`src/sv/rne_pkg.sv`:
```
// Shared types, constants and letter tables for the Roman numeral encoder.
`default_nettype none

package rne_pkg;

   localparam int VALUE_W   = 13;
   localparam int LETTER_W  = 8;
   localparam int RUN_SLOTS = 16;
   localparam int LEN_W     = $clog2(RUN_SLOTS + 1);

   localparam int THOUSAND  = 1000;
   localparam int HUNDRED   = 100;
   localparam int TEN       = 10;
   localparam int MAX_VALID = 4999;

   // Numeral symbol codes; NONE marks an empty slot or the error result
   typedef enum logic [2:0] {
      SYM_NONE = 3'd0,
      SYM_I    = 3'd1,
      SYM_V    = 3'd2,
      SYM_X    = 3'd3,
      SYM_L    = 3'd4,
      SYM_C    = 3'd5,
      SYM_D    = 3'd6,
      SYM_M    = 3'd7
   } sym_type;

   // Decimal digits of one item, plus its range error
   typedef struct packed {
      logic       err;
      logic [2:0] thou;
      logic [3:0] hund;
      logic [3:0] tens;
      logic [3:0] units;
   } digits_type;

   // Letter pattern of one decimal place
   typedef struct packed {
      logic [2:0]        len;
      sym_type [3:0]     code;
   } pat_type;

   // Complete letter run of one item, slot 0 first
   typedef struct packed {
      logic                      err;
      logic [LEN_W-1:0]          len;
      sym_type [RUN_SLOTS-1:0]   code;
   } run_type;

   // Subtractive pattern of one digit over the one, five and ten letters
   function automatic pat_type digit_pat(input logic [3:0] d, input sym_type one,
                                         input sym_type five, input sym_type ten);
      pat_type p;
      p.len  = 3'd0;
      for (int i = 0; i < 4; i++) begin
         p.code[i] = SYM_NONE;
      end
      case (d)
         4'd1: begin
            p.len = 3'd1; p.code[0] = one;
         end
         4'd2: begin
            p.len = 3'd2; p.code[0] = one; p.code[1] = one;
         end
         4'd3: begin
            p.len = 3'd3; p.code[0] = one; p.code[1] = one; p.code[2] = one;
         end
         4'd4: begin
            p.len = 3'd2; p.code[0] = one; p.code[1] = five;
         end
         4'd5: begin
            p.len = 3'd1; p.code[0] = five;
         end
         4'd6: begin
            p.len = 3'd2; p.code[0] = five; p.code[1] = one;
         end
         4'd7: begin
            p.len = 3'd3; p.code[0] = five; p.code[1] = one; p.code[2] = one;
         end
         4'd8: begin
            p.len = 3'd4; p.code[0] = five; p.code[1] = one; p.code[2] = one;
            p.code[3] = one;
         end
         4'd9: begin
            p.len = 3'd2; p.code[0] = one; p.code[1] = ten;
         end
         default: begin
            p.len = 3'd0;
         end
      endcase
      return p;
   endfunction

   // ASCII code of a symbol; zero for an empty slot
   function automatic logic [LETTER_W-1:0] sym_ascii(input sym_type s);
      logic [LETTER_W-1:0] a;
      case (s)
         SYM_I:   a = 8'h49;
         SYM_V:   a = 8'h56;
         SYM_X:   a = 8'h58;
         SYM_L:   a = 8'h4C;
         SYM_C:   a = 8'h43;
         SYM_D:   a = 8'h44;
         SYM_M:   a = 8'h4D;
         default: a = 8'h00;
      endcase
      return a;
   endfunction

endpackage

`default_nettype wire

```
`src/sv/rne_digit_split.sv`:
```
// Four-stage pipeline that splits the binary value into decimal digits.
`default_nettype none

module rne_digit_split (
   input  wire                              clock,
   input  wire                              reset,
   input  wire                              in_valid,
   output logic                             in_ready,
   input  wire  [rne_pkg::VALUE_W-1:0]      in_value,
   output logic                             out_valid,
   input  wire                              out_ready,
   output rne_pkg::digits_type              out_digits
);
   import rne_pkg::*;

   logic                 v1_ff, v2_ff, v3_ff, v4_ff;
   logic                 v1_in, v2_in, v3_in, v4_in;
   logic                 r1, r2, r3, r4;

   logic [VALUE_W-1:0]   value_ff;
   logic                 err2_ff, err3_ff, err4_ff;
   logic [2:0]           thou2_ff, thou3_ff, thou4_ff;
   logic [9:0]           rem2_ff;
   logic [3:0]           hund3_ff, hund4_ff;
   logic [6:0]           rem3_ff;
   logic [3:0]           tens4_ff, units4_ff;

   logic                 err2_in;
   logic [2:0]           thou2_in;
   logic [9:0]           rem2_in;
   logic [3:0]           hund3_in;
   logic [6:0]           rem3_in;
   logic [3:0]           tens4_in, units4_in;

   // Stall chain: a stage takes new data when empty or when it moves on
   always_comb begin
      r4 = !v4_ff || out_ready;
      r3 = !v3_ff || r4;
      r2 = !v2_ff || r3;
      r1 = !v1_ff || r2;
   end

   assign in_ready = r1;

   always_comb begin
      v1_in = r1 ? in_valid : v1_ff;
      v2_in = r2 ? v1_ff    : v2_ff;
      v3_in = r3 ? v2_ff    : v3_ff;
      v4_in = r4 ? v3_ff    : v4_ff;
   end

   always_ff @(posedge clock) begin
      if (reset) begin
         v1_ff <= 1'b0;
         v2_ff <= 1'b0;
         v3_ff <= 1'b0;
         v4_ff <= 1'b0;
      end else begin
         v1_ff <= v1_in;
         v2_ff <= v2_in;
         v3_ff <= v3_in;
         v4_ff <= v4_in;
      end
   end

   // Check range and strip the thousands
   always_comb begin
      err2_in  = (value_ff == '0) || (value_ff > VALUE_W'(MAX_VALID));
      thou2_in = 3'd0;
      rem2_in  = value_ff[9:0];
      for (int i = 1; i <= 4; i++) begin
         if (value_ff >= VALUE_W'(i * THOUSAND)) begin
            thou2_in = 3'(i);
            rem2_in  = 10'(value_ff - VALUE_W'(i * THOUSAND));
         end
      end
   end

   // Strip the hundreds
   always_comb begin
      hund3_in = 4'd0;
      rem3_in  = rem2_ff[6:0];
      for (int i = 1; i <= 9; i++) begin
         if (rem2_ff >= 10'(i * HUNDRED)) begin
            hund3_in = 4'(i);
            rem3_in  = 7'(rem2_ff - 10'(i * HUNDRED));
         end
      end
   end

   // Split tens and units
   always_comb begin
      tens4_in  = 4'd0;
      units4_in = rem3_ff[3:0];
      for (int i = 1; i <= 9; i++) begin
         if (rem3_ff >= 7'(i * TEN)) begin
            tens4_in  = 4'(i);
            units4_in = 4'(rem3_ff - 7'(i * TEN));
         end
      end
   end

   // Advance payload alongside the valid bits
   always_ff @(posedge clock) begin
      if (r1 && in_valid) begin
         value_ff <= in_value;
      end
      if (r2 && v1_ff) begin
         err2_ff  <= err2_in;
         thou2_ff <= thou2_in;
         rem2_ff  <= rem2_in;
      end
      if (r3 && v2_ff) begin
         err3_ff  <= err2_ff;
         thou3_ff <= thou2_ff;
         hund3_ff <= hund3_in;
         rem3_ff  <= rem3_in;
      end
      if (r4 && v3_ff) begin
         err4_ff   <= err3_ff;
         thou4_ff  <= thou3_ff;
         hund4_ff  <= hund3_ff;
         tens4_ff  <= tens4_in;
         units4_ff <= units4_in;
      end
   end

   assign out_valid        = v4_ff;
   assign out_digits.err   = err4_ff;
   assign out_digits.thou  = thou4_ff;
   assign out_digits.hund  = hund4_ff;
   assign out_digits.tens  = tens4_ff;
   assign out_digits.units = units4_ff;

endmodule

`default_nettype wire

```
`src/sv/rne_run_build.sv`:
```
// Two-stage pipeline that turns decimal digits into a packed letter run.
`default_nettype none

module rne_run_build (
   input  wire                     clock,
   input  wire                     reset,
   input  wire                     in_valid,
   output logic                    in_ready,
   input  rne_pkg::digits_type     in_digits,
   output logic                    out_valid,
   input  wire                     out_ready,
   output rne_pkg::run_type        out_run
);
   import rne_pkg::*;

   logic             v5_ff, v6_ff, v5_in, v6_in, r5, r6;

   logic             err5_ff;
   logic [2:0]       lt5_ff;
   pat_type          ph5_ff, px5_ff, pu5_ff;
   logic [LEN_W-1:0] o2_5_ff, o3_5_ff, o4_5_ff;

   pat_type          ph_in, px_in, pu_in;
   logic [LEN_W-1:0] o2_in, o3_in, o4_in;

   run_type          run6_ff, run6_in;

   always_comb begin
      r6 = !v6_ff || out_ready;
      r5 = !v5_ff || r6;
   end

   assign in_ready = r5;

   always_comb begin
      v5_in = r5 ? in_valid : v5_ff;
      v6_in = r6 ? v5_ff    : v6_ff;
   end

   always_ff @(posedge clock) begin
      if (reset) begin
         v5_ff <= 1'b0;
         v6_ff <= 1'b0;
      end else begin
         v5_ff <= v5_in;
         v6_ff <= v6_in;
      end
   end

   // Look up each place's pattern and the running end offsets
   always_comb begin
      ph_in = digit_pat(in_digits.hund,  SYM_C, SYM_D, SYM_M);
      px_in = digit_pat(in_digits.tens,  SYM_X, SYM_L, SYM_C);
      pu_in = digit_pat(in_digits.units, SYM_I, SYM_V, SYM_X);
      o2_in = LEN_W'(in_digits.thou) + LEN_W'(ph_in.len);
      o3_in = o2_in + LEN_W'(px_in.len);
      o4_in = o3_in + LEN_W'(pu_in.len);
   end

   // Place every slot from the segment it falls in
   always_comb begin
      logic [LEN_W-1:0] k;
      logic [LEN_W-1:0] o1;
      o1          = LEN_W'(lt5_ff);
      run6_in.err = err5_ff;
      run6_in.len = err5_ff ? LEN_W'(1) : o4_5_ff;
      for (int s = 0; s < RUN_SLOTS; s++) begin
         k = LEN_W'(s);
         if (err5_ff) begin
            run6_in.code[s] = SYM_NONE;
         end else if (k < o1) begin
            run6_in.code[s] = SYM_M;
         end else if (k < o2_5_ff) begin
            run6_in.code[s] = ph5_ff.code[2'(k - o1)];
         end else if (k < o3_5_ff) begin
            run6_in.code[s] = px5_ff.code[2'(k - o2_5_ff)];
         end else if (k < o4_5_ff) begin
            run6_in.code[s] = pu5_ff.code[2'(k - o3_5_ff)];
         end else begin
            run6_in.code[s] = SYM_NONE;
         end
      end
   end

   // Advance payload alongside the valid bits
   always_ff @(posedge clock) begin
      if (r5 && in_valid) begin
         err5_ff <= in_digits.err;
         lt5_ff  <= in_digits.thou;
         ph5_ff  <= ph_in;
         px5_ff  <= px_in;
         pu5_ff  <= pu_in;
         o2_5_ff <= o2_in;
         o3_5_ff <= o3_in;
         o4_5_ff <= o4_in;
      end
      if (r6 && v5_ff) begin
         run6_ff <= run6_in;
      end
   end

   assign out_valid = v6_ff;
   assign out_run   = run6_ff;

endmodule

`default_nettype wire

```
`src/sv/rne_emitter.sv`:
```
// Serialiser that sends one letter of the current run per cycle.
`default_nettype none

module rne_emitter (
   input  wire                               clock,
   input  wire                               reset,
   input  wire                               in_valid,
   output logic                              in_ready,
   input  rne_pkg::run_type                  in_run,
   output logic                              rsp_strobe,
   output logic [rne_pkg::LETTER_W-1:0]      rsp_letter,
   output logic                              rsp_last,
   output logic                              rsp_error
);
   import rne_pkg::*;

   logic [LEN_W-1:0]          cnt_ff, cnt_in;
   sym_type [RUN_SLOTS-1:0]   code_ff, code_in;
   logic                      err_ff;
   logic                      go, load;

   logic                      strobe_ff, strobe_in;
   logic [LETTER_W-1:0]       letter_ff, letter_in;
   logic                      last_ff, last_in;
   logic                      error_ff;

   // Take the next run while the final letter of this one goes out
   assign go       = (cnt_ff != '0);
   assign in_ready = (cnt_ff <= LEN_W'(1));
   assign load     = in_valid && in_ready;

   always_comb begin
      if (load) begin
         cnt_in  = in_run.len;
         code_in = in_run.code;
      end else if (go) begin
         cnt_in  = cnt_ff - LEN_W'(1);
         code_in = code_ff;
         for (int s = 0; s < RUN_SLOTS - 1; s++) begin
            code_in[s] = code_ff[s + 1];
         end
         code_in[RUN_SLOTS-1] = SYM_NONE;
      end else begin
         cnt_in  = cnt_ff;
         code_in = code_ff;
      end
   end

   // Form the next result from the head slot
   always_comb begin
      strobe_in = go;
      letter_in = err_ff ? '0 : sym_ascii(code_ff[0]);
      last_in   = (cnt_ff == LEN_W'(1));
   end

   always_ff @(posedge clock) begin
      if (reset) begin
         cnt_ff    <= '0;
         strobe_ff <= 1'b0;
      end else begin
         cnt_ff    <= cnt_in;
         strobe_ff <= strobe_in;
      end
   end

   always_ff @(posedge clock) begin
      code_ff   <= code_in;
      letter_ff <= letter_in;
      last_ff   <= last_in;
      error_ff  <= err_ff;
      if (load) begin
         err_ff <= in_run.err;
      end
   end

   assign rsp_strobe = strobe_ff;
   assign rsp_letter = letter_ff;
   assign rsp_last   = last_ff;
   assign rsp_error  = error_ff;

endmodule

`default_nettype wire

```
`src/sv/binary_to_roman_numeral_encoder.sv`:
```
// Top level of the binary to Roman numeral encoder.
// The serialiser takes the next run while the final letter of the current one goes out.
// The longest run is 16 letters, for 4888; an error result is a single letter.
// Six pipeline stages feed a letter serialiser that sends one letter per cycle;
// busy rises when the serialiser holds a run with more than one letter left and every stage is full.
// Synchronous active-high reset empties every stage; results cannot be stalled.
`default_nettype none

module binary_to_roman_numeral_encoder (
   input  wire                               clock,
   input  wire                               reset,
   input  wire                               start,
   output logic                              busy,
   input  wire  [rne_pkg::VALUE_W-1:0]       req_value,
   output logic                              rsp_strobe,
   output logic [rne_pkg::LETTER_W-1:0]      rsp_letter,
   output logic                              rsp_last,
   output logic                              rsp_error
);
   import rne_pkg::*;

   logic        split_ready;
   logic        dig_valid, dig_ready;
   digits_type  digits;
   logic        run_valid, run_ready;
   run_type     run;

   assign busy = !split_ready;

   rne_digit_split u_split (
      .clock      (clock),
      .reset      (reset),
      .in_valid   (start),
      .in_ready   (split_ready),
      .in_value   (req_value),
      .out_valid  (dig_valid),
      .out_ready  (dig_ready),
      .out_digits (digits)
   );

   rne_run_build u_build (
      .clock     (clock),
      .reset     (reset),
      .in_valid  (dig_valid),
      .in_ready  (dig_ready),
      .in_digits (digits),
      .out_valid (run_valid),
      .out_ready (run_ready),
      .out_run   (run)
   );

   rne_emitter u_emit (
      .clock      (clock),
      .reset      (reset),
      .in_valid   (run_valid),
      .in_ready   (run_ready),
      .in_run     (run),
      .rsp_strobe (rsp_strobe),
      .rsp_letter (rsp_letter),
      .rsp_last   (rsp_last),
      .rsp_error  (rsp_error)
   );

endmodule

`default_nettype wire

```
`config.mk`:
```
export PLATFORM = sky130hd
export DESIGN_NAME = binary_to_roman_numeral_encoder
export DESIGN_NICKNAME = d
export VERILOG_FILES = /design/src/sv/rne_pkg.sv /design/src/sv/rne_digit_split.sv /design/src/sv/rne_run_build.sv /design/src/sv/rne_emitter.sv /design/src/sv/binary_to_roman_numeral_encoder.sv
export SDC_FILE = /design/constraint.sdc
export NUM_CORES = 1
export LEC_CHECK = 0
export ABC_AREA = 1
export BUFFER_PORTS_ARGS = -buffer_cell sky130_fd_sc_hd__clkbuf_2
export CAP_MARGIN = 30
export CORE_MARGIN = 5
export CORE_UTILIZATION = 40
export CTS_CLUSTER_SIZE = 16
export DETAILED_ROUTE_END_ITERATION = 10
export SLEW_MARGIN = 20
export SYNTH_ARGS = -nofsm -noshare
export SYNTH_HDL_FRONTEND = slang
export SYNTH_HIERARCHICAL = 1
export SYNTH_SLANG_ARGS = --single-unit
```
`constraint.sdc`:
```
create_clock -name clock -period 4.7 [get_ports clock]
set_input_delay 0.235 -clock clock [delete_from_list [all_inputs] [get_ports clock]]
set_output_delay 0.235 -clock clock [all_outputs]
set_load 0.03 [all_outputs]
```
* After elaboration in Yosys (flattened, before gate mapping)
Cells that the tools add are included.
** Word-level totals
- Bits in registers :: 237
** Cells by class
- $add $sub $neg :: 74
- Order comparisons :: 127
- Equality and inequality tests :: 35
- Mux-type cells :: 212
- Reduce and logical (&&, ||, !) cells :: 47
** Operators by type and width (count)
- 2-to-1 mux 3 bit :: 113
- binary-select mux 3 bit (select 2 bit) :: 48
- < comparator 2 x 3 -> 1 bit, second input constant :: 48
- 2-to-1 mux 48 bit :: 2
- < comparator 4 x 5 -> 1 bit, first input constant :: 16
- 2-to-1 mux 7 bit :: 9
- one-hot mux 7 bit (7 select lines) :: 1
- equality test 4 x 3 -> 1 bit, second input constant :: 12
- subtractor 1 x 2 -> 2 bit, first input constant :: 24
- subtractor 2 bit, first input constant :: 24
- >= comparator 10 bit, second input constant :: 4
- < comparator 3 x 5 -> 1 bit, first input constant :: 8
- 2-to-1 mux 10 bit :: 4
- subtractor 10 bit, second input constant :: 4
- 2-to-1 mux 4 bit :: 9
- one-hot mux 3 bit (4 select lines) :: 3
- < comparator 4 bit, first input constant :: 8
- >= comparator 10 x 9 -> 1 bit, second input constant :: 3
- OR reduction 5 bit :: 6
- subtractor 7 bit, second input constant :: 4
- >= comparator 13 x 12 -> 1 bit, second input constant :: 2
- equality test 4 x 2 -> 1 bit, second input constant :: 6
- equality test 4 bit, second input constant :: 6
- OR reduction 4 bit :: 6
- other kinds (49) :: 125

* Logic depth before layout (Yosys ltp)
Gate-level depths: netlist (run 1).
- Word-level depth :: 10
- Mapped depth :: 19

* Cells and area by module
Netlist (run 1), hierarchy kept.
** Modules (own cells, without submodules)
- rne_run_build :: times used 1, cells each 739, area each 5744.3 um^2, sequential area each 2832.7 um^2
- rne_digit_split :: times used 1, cells each 552, area each 4404.2 um^2, sequential area each 1821.7 um^2
- rne_emitter :: times used 1, cells each 285, area each 2735.1 um^2, sequential area each 1751.7 um^2
- binary_to_roman_numeral_encoder :: times used 1, cells each 1, area each 3.8 um^2, sequential area each 0.0 um^2

* Worst setup path before layout (run 1)
No wires, ideal clock.
- Path kind :: register to register
- Start :: register u_emit.cnt_ff[1]
- End :: register u_build.run6_ff, in the netlist u_build/out_run[0], enable pin
- Library setup time :: 483 ps
- Arrival :: 3429 ps
- Required time :: 4217 ps
- Path slack :: 788 ps
- Cell stages (with the launch flop) :: 9
- Period minus slack after synthesis :: 3912 ps
- Path through :: dfxtp_1 inv_1 ha_1 nand2_1 nand2_2 nand2_1 inv_1 inv_1 a21oi_1
** Between the ends
- Cells in the longest elaborated chain, start to end :: 3
** RTL lines
- start: declaration :: line rne_emitter.sv:17 : logic [LEN_W-1:0] cnt_ff, cnt_in;
- start signal: assignment :: line rne_emitter.sv:61 : cnt_ff <= cnt_in;
- less-or-equal comparator 5 x 1 -> 1 bit :: line rne_emitter.sv:29 : assign in_ready = (cnt_ff <= LEN_W'(1));
- via run_ready :: line binary_to_roman_numeral_encoder.sv:25 : logic run_valid, run_ready;
- logical OR 1 bit :: line rne_run_build.sv:29 : r6 = !v6_ff || out_ready;
- logical AND 1 bit :: line rne_run_build.sv:97 : if (r6 && v5_ff) begin
- end signal: assignment :: line rne_run_build.sv:98 : run6_ff <= run6_in;
- end: declaration :: line rne_run_build.sv:26 : run_type run6_ff, run6_in;
The timed path passes the listed nets, and every way through them passes these cells.
A chain may end at the register's enable or synchronous reset.

* Final worst setup path (run 1)
- Start :: register u_split.hund4_ff[0]
- End :: register u_build.o4_5_ff[4], data pin
** Between the ends
- Cells in the longest elaborated chain, start to end :: 6
** RTL lines
- start: declaration :: line rne_digit_split.sv:24 : logic [3:0] hund3_ff, hund4_ff;
- start signal: assignment :: line rne_digit_split.sv:122 : hund4_ff <= hund3_ff;
- equality test 4 x 2 -> 1 bit (tied with other cells) :: line rne_pkg.sv:58 : case (d)
- OR reduction 4 bit (no source line) / OR reduction 2 bit (equally long branches)
- one-hot mux 3 bit (4 select lines) (*) :: line rne_pkg.sv:58
- adder 3 x 3 -> 4 bit (*) :: line rne_run_build.sv:55 : o2_in = LEN_W'(in_digits.thou) + LEN_W'(ph_in.len);
- via u_build.o2_in[1] :: line rne_run_build.sv:24 : logic [LEN_W-1:0] o2_in, o3_in, o4_in;
- adder 4 x 3 -> 5 bit (*) :: line rne_run_build.sv:56 : o3_in = o2_in + LEN_W'(px_in.len);
- via u_build.o3_in[1] :: line rne_run_build.sv:24
- adder 5 x 3 -> 5 bit (*) :: line rne_run_build.sv:57 : o4_in = o3_in + LEN_W'(pu_in.len);
- via u_build.o4_in[4] :: line rne_run_build.sv:24
- end signal: assignment :: line rne_run_build.sv:95 : o4_5_ff <= o4_in;
- end: declaration :: line rne_run_build.sv:21 : logic [LEN_W-1:0] o2_5_ff, o3_5_ff, o4_5_ff;
Mark *: on every way through the listed nets, which the timed path passes. The rest lies on a longest branch.

==> results.ini, run 1 <==
[status]
status = finished, final reports clean

[worst_setup_path]
reg2reg_from = u_split/hund4_ff[0]$_DFFE_PP_
arrival_ps = 3660
cp_slowest_cell = fa_1
max_stage_delay_ps = 610
critPathTopFamily = adder cells
path_buf_inv = 4
crit_path_end_kind = flop
crit_start = u_split/hund4_ff[0]$_DFFE_PP_
critical_path_class = reg -> reg
crit_fanout = 3
critPathLaunchType = flop
required_ps = 4980
path_cells = nor2_1 > inv_1 > nor2_1 > inv_1 > nand2_1 > inv_1 > nand2_1 > fa_1 > fa_1 > inv_1 > fa_1 > nor2_1 > nor2_1 > o211ai_1 > nand2_1

[synthesis]
yosys.cell_types.count = 53
synthCells = 1577
synthFlopType = edfxtp_1
synth_compound_area_share_pct = 9.24
synth-xor-area-share_pct = 1.50
post_synth.cell_area_avg_um2 = 8.17
yosys.area_share.adder_pct = 5.32
synthArstFlopShare_pct = 0
synth_mux_area_share_pct = 0
synth-seq-cells = 220
netlist_area_um2 = 12900
synthTopCellsByArea = edfxtp_1 47%, nand2_1 16%, inv_1 5.6%
yosys_warnings = 6
synthSimpleGateAreaFrac_pct = 26.3
seq_area_frac_synth_pct = 49.7
synth_top_family_by_area = simple AND/OR/NAND/NOR gates
yosys.area.top_type = edfxtp_1
synth-edff-count = 200
synth_top_area_share_pct = 46.6

[floorplan]
core-area_um2 = 31700
num_rows = 65
die_y_um = 189
io_pins = 28
fp.dieW_um = 189
die_area_um2 = 35900
start_util_pct = 40.6

[cts]
cts_tree = built
clock-root-buffer = clkbuf_16
numCtsBuffers = 25
cts_setup_buffers = 0
clock_sinks = 220
cts.clk_slew.worst_paths_ps = 60
cts_max_level = 1
cts_max_path_buffers = 3
clk_latency_ps = 530
cts_resized = 0

[cells_and_area]
area_growth_pct = 10.8
diodes = 0
fillCellCount = 3174
regArea_um2 = 6410
drive_gt1_share_pct = 8.37
layout.nets = 1687
multi_input_area_um2 = 5480
post-route-util_pct = 45.0
final_cell_mix = 542 x nand2_1, 200 x edfxtp_1, 193 x inv_1, 138 x nor2_1, 85 x a21oi_1
layout_commonest_cell = nand2_1

[timing]
finClkSkew_ps = 16.7
rsz0062_at_grt = false
setup_viol = 0
slew_headroom_pct = 45.7
timing.fmax_mhz = 296
fin_crit_sh_pct = 71.9
tns_ps = 0
drv_slew = 0
worst_pin_slew_ps = 813
fin_crit_ps = 3380
hold_violations = 0

[place]
dp_hpwl_um = 22700
numPortBuffers = 25
gp_congestion = 0.959

[worst_hold_path]
hold_class = in -> reg
hp-start = reset

[route]
wl_per_cell_um = 14.9
via_count = 10300
drtIter0Drc = 751
vias_per_cell = 5.05
drcViolationCount = 0
wl_um = 30400
drtAntennaViolNets = 0
drt_first_pass_iters = 7

[power]
vdd_drop_max_uv = 266
p_leak_nw = 6.47
cellPowerDensity_nw_per_um2 = 389

[grt]
use_met1_pct = 21.6
grt_max_degree = 57
use_met3_pct = 2.01
grtUsageMet2_pct = 28.8
overflow = 0
track_usage_pct = 16.7
grt_pass1_vias = 9762
antenna_found_initial = 0
grt_pass1_wl_um = 49400
busiest_layer = met2

[run]
drv_cap = 0

-- state kept, by name, indices dropped and copies added, names as in the netlist, 5 cells and up --
register,count
u_split/value_ff,13
u_split/rem2_ff,10
u_build/pu5_ff,6
u_emit/code_ff,48
u_build/px5_ff,7
u_split/rem3_ff,7
u_build/o3_5_ff,5
u_build/ph5_ff,8
u_build/out_run,54
u_emit/cnt_ff,5
u_emit/rsp_letter,6
u_build/o4_5_ff,5
-- where the power goes --
part / internal, W / switching, W / leakage [nW]
Sequential: 0.00259 / 0.000134 / 2.06
Clock: 0.00109 / 0.000761 / 0.391
Combinational: 0.000306 / 0.000680 / 4.01
Total: 0.00398 / 0.00158 / 6.47
-- through the flow --
step | total power (W) | area (um^2) | instances | hold WS [ps] | setup WS [ps]
after floorplan | 0.00347 | 12900 | 1578 | 304 | 788
after global placement | 0.00372 | 13400 | 1978 | 401 | 1390
after detailed placement | 0.00375 | 13400 | 1979 | 406 | 1300
after CTS | 0.00564 | 14300 | 2039 | 44.9 | 1310
after global routing | 0.00587 | 14300 | 2039 | 61.2 | 1120
final | 0.00556 | 14300 | 2039 | 47.7 | 1320
-- worst reg2reg max path: stages, from the launching register on --
cell      delay, ps
edfxtp_1        400
nor2_1          220
inv_1            80
nor2_1          100
inv_1            60
nand2_1          70
inv_1            50
nand2_1         100
fa_1            500
fa_1            610
inv_1            80
fa_1            450
nor2_1          130
nor2_1           60
o211ai_1        160
nand2_1          70
-- cell usage after synthesis (10+ instances only) --
cell type / number
nand2_1: 542
edfxtp_1: 200
inv_1: 193
nor2_1: 138
a21oi_1: 86
nand3_1: 80
o21ai_0: 55
ha_1: 50
inv_2: 21
dfxtp_1: 20
o21ai_1: 17
xor2_1: 16
nor3_1: 15
nand2_2: 14
nand4_1: 12
buf_2: 11
buf_4: 10
-- final cells by class --
class,instances,share of cell area [%]
sequential,220,44.8
multi-input combinational,1111,38.3
inverter,215,5.65
clock buffer,30,4.51
tap,402,3.52
timing repair buffer,45,2.17
clock inverter,16,0.963
-- layer usage --
layer | part of all wire [%] | up-vias
li1 | - | 5223
met1 | 43 | 4734
met2 | 48 | 272
met3 | 4.7 | 75
met4 | 4.3 | 0
met5 | 0 | -
-- kinds of logic (layout without fill, tap and decap cells) --
group	after synthesis	in the layout
xor+xnor	22	22
compound gates	207	207
other cells	1	2
simple gates	827	827
flops	220	220
fa+ha+maj	53	53
buf+inv	247	306
-- repair_timing --
item | 4_1_cts | 5_1_grt
endpoints found under the hold margin | 14 | 0
setup endpoints to repair | 0 | 0
hold buffers | 14 | 0
-- final timing paths --
check,endpoint,slack (ps),cells past startpoint
worst max-delay path,u_build/o4_5_ff[4]$_DFFE_PP_,1320,15
worst min-delay path,u_emit/cnt_ff[1]$_SDFFE_PP0P_,50,2
worst max register to register,u_build/o4_5_ff[4]$_DFFE_PP_,1320,15
worst min register to register,u_emit/err_ff$_DFFE_PP_,420,0
Note: power is estimated with default switching activity, not from simulation.
==> run 2, diff against run 1 <==
- clock period: 4.7 -> 3.4 ns (I/O delays scaled with it)
==> run 2 against run 1 <==
Against the previous run: cell area increased by 1.4%; global-route usage increased by 0.70 points; first-iteration DRC count decreased by 1.1%; sequential share of layout area decreased by 0.61 points; critical path depth unchanged; total power increased by 46%; worst hold slack improved by 310 ps; non-clock buffer count increased by 7; core utilization increased by 0.62 points; worst setup slack got worse by 1200 ps.
==> results.ini, run 2 (synthesis results as in run 1) <==
[cts]
clk_latency_ps = 540  ; about the same
cts_max_path_buffers = 3  ; unchanged
cts.clk_slew.worst_paths_ps = 60  ; about the same
cts_tree = built
clock_sinks = 220  ; unchanged
clock-root-buffer = clkbuf_16
cts_max_level = 1  ; unchanged
numCtsBuffers = 26  ; +4.0%

[place]
gp_congestion = 0.956  ; -0.31%
dp.cells = 1983  ; +0.20%
numPortBuffers = 25  ; unchanged
dp_hpwl_um = 23300  ; +2.8%

[cells_and_area]
area_growth_pct = 12.4
stdcell_count = 2048  ; +0.44%
layout_commonest_cell = nand2_1
largest_reg_flops = 54  ; unchanged
diodes = 0  ; unchanged
fillCellCount = 3133  ; -1.3%
layout.nets = 1695  ; +0.47%
multi_input_area_um2 = 5480  ; unchanged
final_cell_mix = 542 x nand2_1, 200 x edfxtp_1, 193 x inv_1, 137 x nor2_1, 85 x a21oi_1
drive_gt1_share_pct = 8.93  ; +0.56 points
regArea_um2 = 6410  ; unchanged

[floorplan]
core-area_um2 = 31700  ; unchanged
io_pins = 28  ; unchanged
num_rows = 65  ; unchanged
die_y_um = 189  ; unchanged
die_area_um2 = 35900  ; unchanged
start_util_pct = 40.6  ; unchanged
fp.dieW_um = 189  ; unchanged

[timing]
fin_crit_ps = 3290  ; -92.6 ps
worst_pin_slew_ps = 874  ; +61.2 ps
slew_headroom_pct = 41.6  ; -4.1 points
hold_violations = 0  ; unchanged
timing.fmax_mhz = 304  ; +2.8%
drv_slew = 0  ; unchanged
finClkSkew_ps = 27.6  ; +11.0 ps
fin_crit_sh_pct = 96.6  ; +25 points
setup_viol = 0  ; unchanged
tns_ps = 0  ; unchanged

[route]
drcViolationCount = 0  ; unchanged
drtAntennaViolNets = 0  ; unchanged
drt_first_pass_iters = 5  ; -2
via_count = 10300  ; +0.11%
wl_per_cell_um = 15.4  ; +3.6%
drtIter0Drc = 743  ; -1.1%
vias_per_cell = 5.04  ; -0.33%
wl_um = 31600  ; +4.1%

[power]
vdd_drop_max_uv = 521  ; +96%
p_leak_nw = 6.56  ; +1.4%
cellPowerDensity_nw_per_um2 = 559  ; +44%

[worst_setup_path]
critPathLaunchType = flop
crit_fanout = 3  ; unchanged
rr_worst_depth = 15  ; unchanged
r2r_slack_ps = 110  ; -1210 ps
endpoint = u_build/o4_5_ff[4]$_DFFE_PP_
crit_start = u_split/hund4_ff[1]$_DFFE_PP_
critical_path_class = reg -> reg
r2r-end = u_build/o4_5_ff[4]$_DFFE_PP_
arrival_ps = 3580  ; -80 ps
crit_path_end_kind = flop
required_ps = 3700  ; -1280 ps
reg2reg_from = u_split/hund4_ff[1]$_DFFE_PP_

[worst_hold_path]
hold_class = in -> reg

[grt]
grt_pass1_vias = 9909  ; +1.5%
overflow = 0  ; unchanged
grt_max_degree = 55  ; -3.5%
track_usage_pct = 17.4  ; +0.70 points
antenna_found_initial = 0  ; unchanged
grt_pass1_wl_um = 51300  ; +3.7%

[status]
status = finished, final reports clean

[run]
drv_cap = 0  ; unchanged

run 2: cell count changes in the layout (fill, tap and decap cells not counted), moves of 2 or more:
cell / delta
dlygate4sd3_1: +2
inv_6: -2
clkinv_2: -3
clkbuf_8: +2
clkbuf_16: +2
buf_4: +5
bufinv_16: +3
run 2: worst min path at each step:
| stage | start | to | slack, ps | cells after the start |
|---|---|---|---|---|
| after detailed placement | req_value[4] | u_split/value_ff[4]$_DFFE_PP_ | 350 | 1 |
| final | req_value[8] | u_split/value_ff[8]$_DFFE_PP_ | 360 | 2 |
| after global placement | req_value[11] | u_split/value_ff[11]$_DFFE_PP_ | 350 | 1 |
| after floorplan | reset | u_build/out_valid$_SDFFE_PP0P_ | 240 | 1 |
| after CTS | req_value[4] | u_split/value_ff[4]$_DFFE_PP_ | 340 | 2 |
| after global routing | req_value[8] | u_split/value_ff[8]$_DFFE_PP_ | 350 | 2 |
run 2: worst max-delay path: stages (launching register included):
cell and delay [ps]:
edfxtp_1 410, nor2_2 150, inv_1 70, nor2_1 140
inv_1 70, nand2_1 70, inv_1 50, nand2_1 110
fa_2 480, fa_1 560, inv_1 70, fa_1 450
nor2_1 130, nor2_1 60, o211ai_1 170, nand2_1 70
run 2: layer usage:
layer  share of wire [%]  global-route usage, %
met1                  43                   22.4
met2                  49                   30.5
met3                 4.6                   2.21
met4                 3.2                   5.56
met5                   0                      0
run 2: repair_timing:
| item | in CTS | in global routing |
|---|---|---|
| setup endpoints to repair | 0 | 2 |
| buffers inserted | 0 | 1 |
| hold buffers | 16 | 0 |
| hold endpoints to repair | 20 | 0 |
| gates resized for setup | 0 | 2 |
run 2: through the flow:
stage               utilization (%)  cell area [um^2]  hold WS [ps]  setup WS [ps]  power [W]
finish                         45.7             14500           361            114    0.00809
global route                   45.7             14500           349          -10.8    0.00854
CTS                            45.6             14500           336           48.2    0.00820
detailed placement             42.2             13400           349           34.4    0.00520
global placement               42.2             13400           348            147    0.00516
floorplan                         -             12900           239            303    0.00480
run 2: report_power, final:
| group | leakage, nW | switching [W] | total, W | internal, W |
|---|---|---|---|---|
| Combinational | 4.05 | 0.000948 | 0.00138 | 0.000436 |
| Sequential | 2.06 | 0.000182 | 0.00376 | 0.00358 |
| Clock | 0.451 | 0.00108 | 0.00295 | 0.00187 |
run 2: layout make-up:
type                       count  share of cell area, %
sequential                   220                   44.2
multi-input combinational   1111                   37.8
inverter                     215                   5.57
clock buffer                  34                   4.99
tap                          402                   3.47
timing repair buffer          52                   2.54
clock inverter                14                   1.37
==> run 3, diff against run 2 <==
- BUFFER_PORTS_ARGS: -buffer_cell sky130_fd_sc_hd__clkbuf_2 -> -buffer_cell sky130_fd_sc_hd__buf_2
==> run 3 against run 2 <==
Against the previous run: via count shrank 1.2%; global-route usage down 0.66 points; clock skew down 8.1 ps; cell area fell by 0.67%; cell count about the same; sequential cell count stayed put; clock power decreased by 9.8%.
==> results.ini, run 3 (synthesis results as in run 1) <==
[place]
gp_congestion = 0.949  ; -0.67%
dp.cells = 1983  ; unchanged
dp_hpwl_um = 22800  ; -2.1%
numPortBuffers = 25  ; unchanged

[floorplan]
core-area_um2 = 31700  ; unchanged
start_util_pct = 40.6  ; unchanged
io_pins = 28  ; unchanged
die_area_um2 = 35900  ; unchanged
num_rows = 65  ; unchanged
fp.dieW_um = 189  ; unchanged
die_y_um = 189  ; unchanged

[cts]
cts_max_path_buffers = 3  ; unchanged
clock-root-buffer = clkbuf_16
numCtsBuffers = 25  ; -3.8%
clock_sinks = 220  ; unchanged
clk_latency_ps = 520  ; -20 ps
cts.clk_slew.worst_paths_ps = 60  ; about the same
cts_tree = built
cts_max_level = 1  ; unchanged

[worst_setup_path]
critical_path.most_common_cell = inv_1
path_cells = nor2_2 > inv_1 > nor2_1 > inv_1 > nand2_1 > inv_1 > nand2_1 > fa_2 > fa_1 > inv_1 > fa_1 > nor2_1 > nor2_1 > o211ai_1 > nand2_1
crit_fanout = 3  ; unchanged
required_ps = 3660  ; -40 ps
critPathLaunchType = flop
max_stage_delay_ps = 540  ; -20 ps
cp_slowest_cell = fa_1
arrival_ps = 3530  ; -50 ps
crit_path_end_kind = flop
critical_path_class = reg -> reg

[power]
p_leak_nw = 6.51  ; -0.78%
total_power_w = 0.00779  ; -3.7%
cellPowerDensity_nw_per_um2 = 542  ; -3.1%
vdd_drop_max_uv = 500  ; -4.0%

[timing]
worst_pin_slew_ps = 862  ; -12.9 ps
drv_slew = 0  ; unchanged
finClkSkew_ps = 19.6  ; -8.07 ps
setup_viol = 0  ; unchanged
fin_crit_ps = 3270  ; -12.2 ps
slew_headroom_pct = 42.5  ; +0.86 points
fin_crit_sh_pct = 96.3  ; -0.36 points
hold_violations = 0  ; unchanged
timing.fmax_mhz = 305  ; +0.37%

[grt]
grt_pass1_vias = 9730  ; -1.8%
grt_pass1_wl_um = 49500  ; -3.4%
antenna_found_initial = 0  ; unchanged
overflow = 0  ; unchanged
grt_max_degree = 55  ; unchanged
track_usage_pct = 16.7  ; -0.66 points

[cells_and_area]
post-route-util_pct = 45.3  ; -0.31 points
final_cell_mix = 542 x nand2_1, 200 x edfxtp_1, 193 x inv_1, 137 x nor2_1, 85 x a21oi_1
layout.nets = 1695  ; unchanged
area_growth_pct = 11.6
layout_commonest_cell = nand2_1
fillCellCount = 3087  ; -1.5%
diodes = 0  ; unchanged
largest_reg_flops = 54  ; unchanged
stdcell_count = 2046  ; -0.098%
drive_gt1_share_pct = 8.70  ; -0.23 points

[route]
via_count = 10200  ; -1.2%
wl_um = 30600  ; -3.3%
drtAntennaViolNets = 0  ; unchanged
drt_first_pass_iters = 7  ; +2
vias_per_cell = 4.98  ; -1.1%
drcViolationCount = 0  ; unchanged
wl_per_cell_um = 14.9  ; -3.2%
drtIter0Drc = 622  ; -16%

[run]
drv_cap = 0  ; unchanged

[status]
status = finished, final reports clean

[worst_hold_path]
hold_class = in -> reg

## run 3: repair_timing
| action | CTS | global route |
|---|---|---|
| buffers inserted | 0 | 2 |
| hold endpoints to repair | 19 | 0 |
| resized for setup | 0 | 2 |
| hold buffers | 16 | 0 |
| setup endpoints to repair | 0 | 2 |
## run 3: worst paths after layout
| check | startpoint | to | slack [ps] | depth (start not counted) |
|---|---|---|---|---|
| worst min register to register | u_split/hund3_ff[2]$_SDFFCE_PP0P_ | u_split/hund4_ff[2]$_DFFE_PP_ | 420 | 0 |
| worst min-delay path | req_value[10] | u_split/value_ff[10]$_DFFE_PP_ | 360 | 2 |
| worst max register to register | u_split/hund4_ff[1]$_DFFE_PP_ | u_build/o4_5_ff[4]$_DFFE_PP_ | 130 | 15 |
| worst max-delay path | u_split/hund4_ff[1]$_DFFE_PP_ | u_build/o4_5_ff[4]$_DFFE_PP_ | 130 | 15 |
## run 3: final cells by class
| type | count | area, um^2 | share of cell area (%) |
|---|---|---|---|
| sequential | 220 | 6410 | 44.5 |
| multi-input combinational | 1111 | 5480 | 38.1 |
| inverter | 215 | 807 | 5.61 |
| clock buffer | 30 | 664 | 4.62 |
| tap | 402 | 503 | 3.50 |
| timing repair buffer | 53 | 375 | 2.61 |
| clock inverter | 15 | 151 | 1.05 |
## run 3: through the flow
stage	setup TNS, ps	area, um^2	hold WS, ps	setup WS (ps)
finish	0	14400	357	127
global route	-10.5	14400	353	-10.5
detailed placement	0	13400	348	66.5
global placement	0	13400	347	148
CTS	0	14400	335	62.2
floorplan	0	12900	239	303
## run 3: worst max-delay path, delay by kind of cell, from the launching register on
family / cells / cell delay, ps
fa+ha+maj: 3 / 1480
buf+inv: 4 / 250
flops: 1 / 420
simple gates: 7 / 710
compound gates: 1 / 170
## run 3: layer usage
| metal | part of all wire [%] | up-vias | track usage (%) |
|---|---|---|---|
| met1 | 43 | 4657 | 21.2 |
| met5 | 0 | - | 0 |
| met3 | 4.2 | 73 | 2.19 |
| li1 | - | 5222 | - |
| met2 | 49 | 241 | 29.6 |
| met4 | 3.6 | 0 | 5.70 |
## run 3: where the power goes
group | switching (W) | internal (W) | leakage, nW | total [W]
clock network | 0.00105 | 0.00161 | 0.394 | 0.00266
registers | 0.000175 | 0.00358 | 2.06 | 0.00375
logic | 0.000947 | 0.000436 | 4.05 | 0.00138
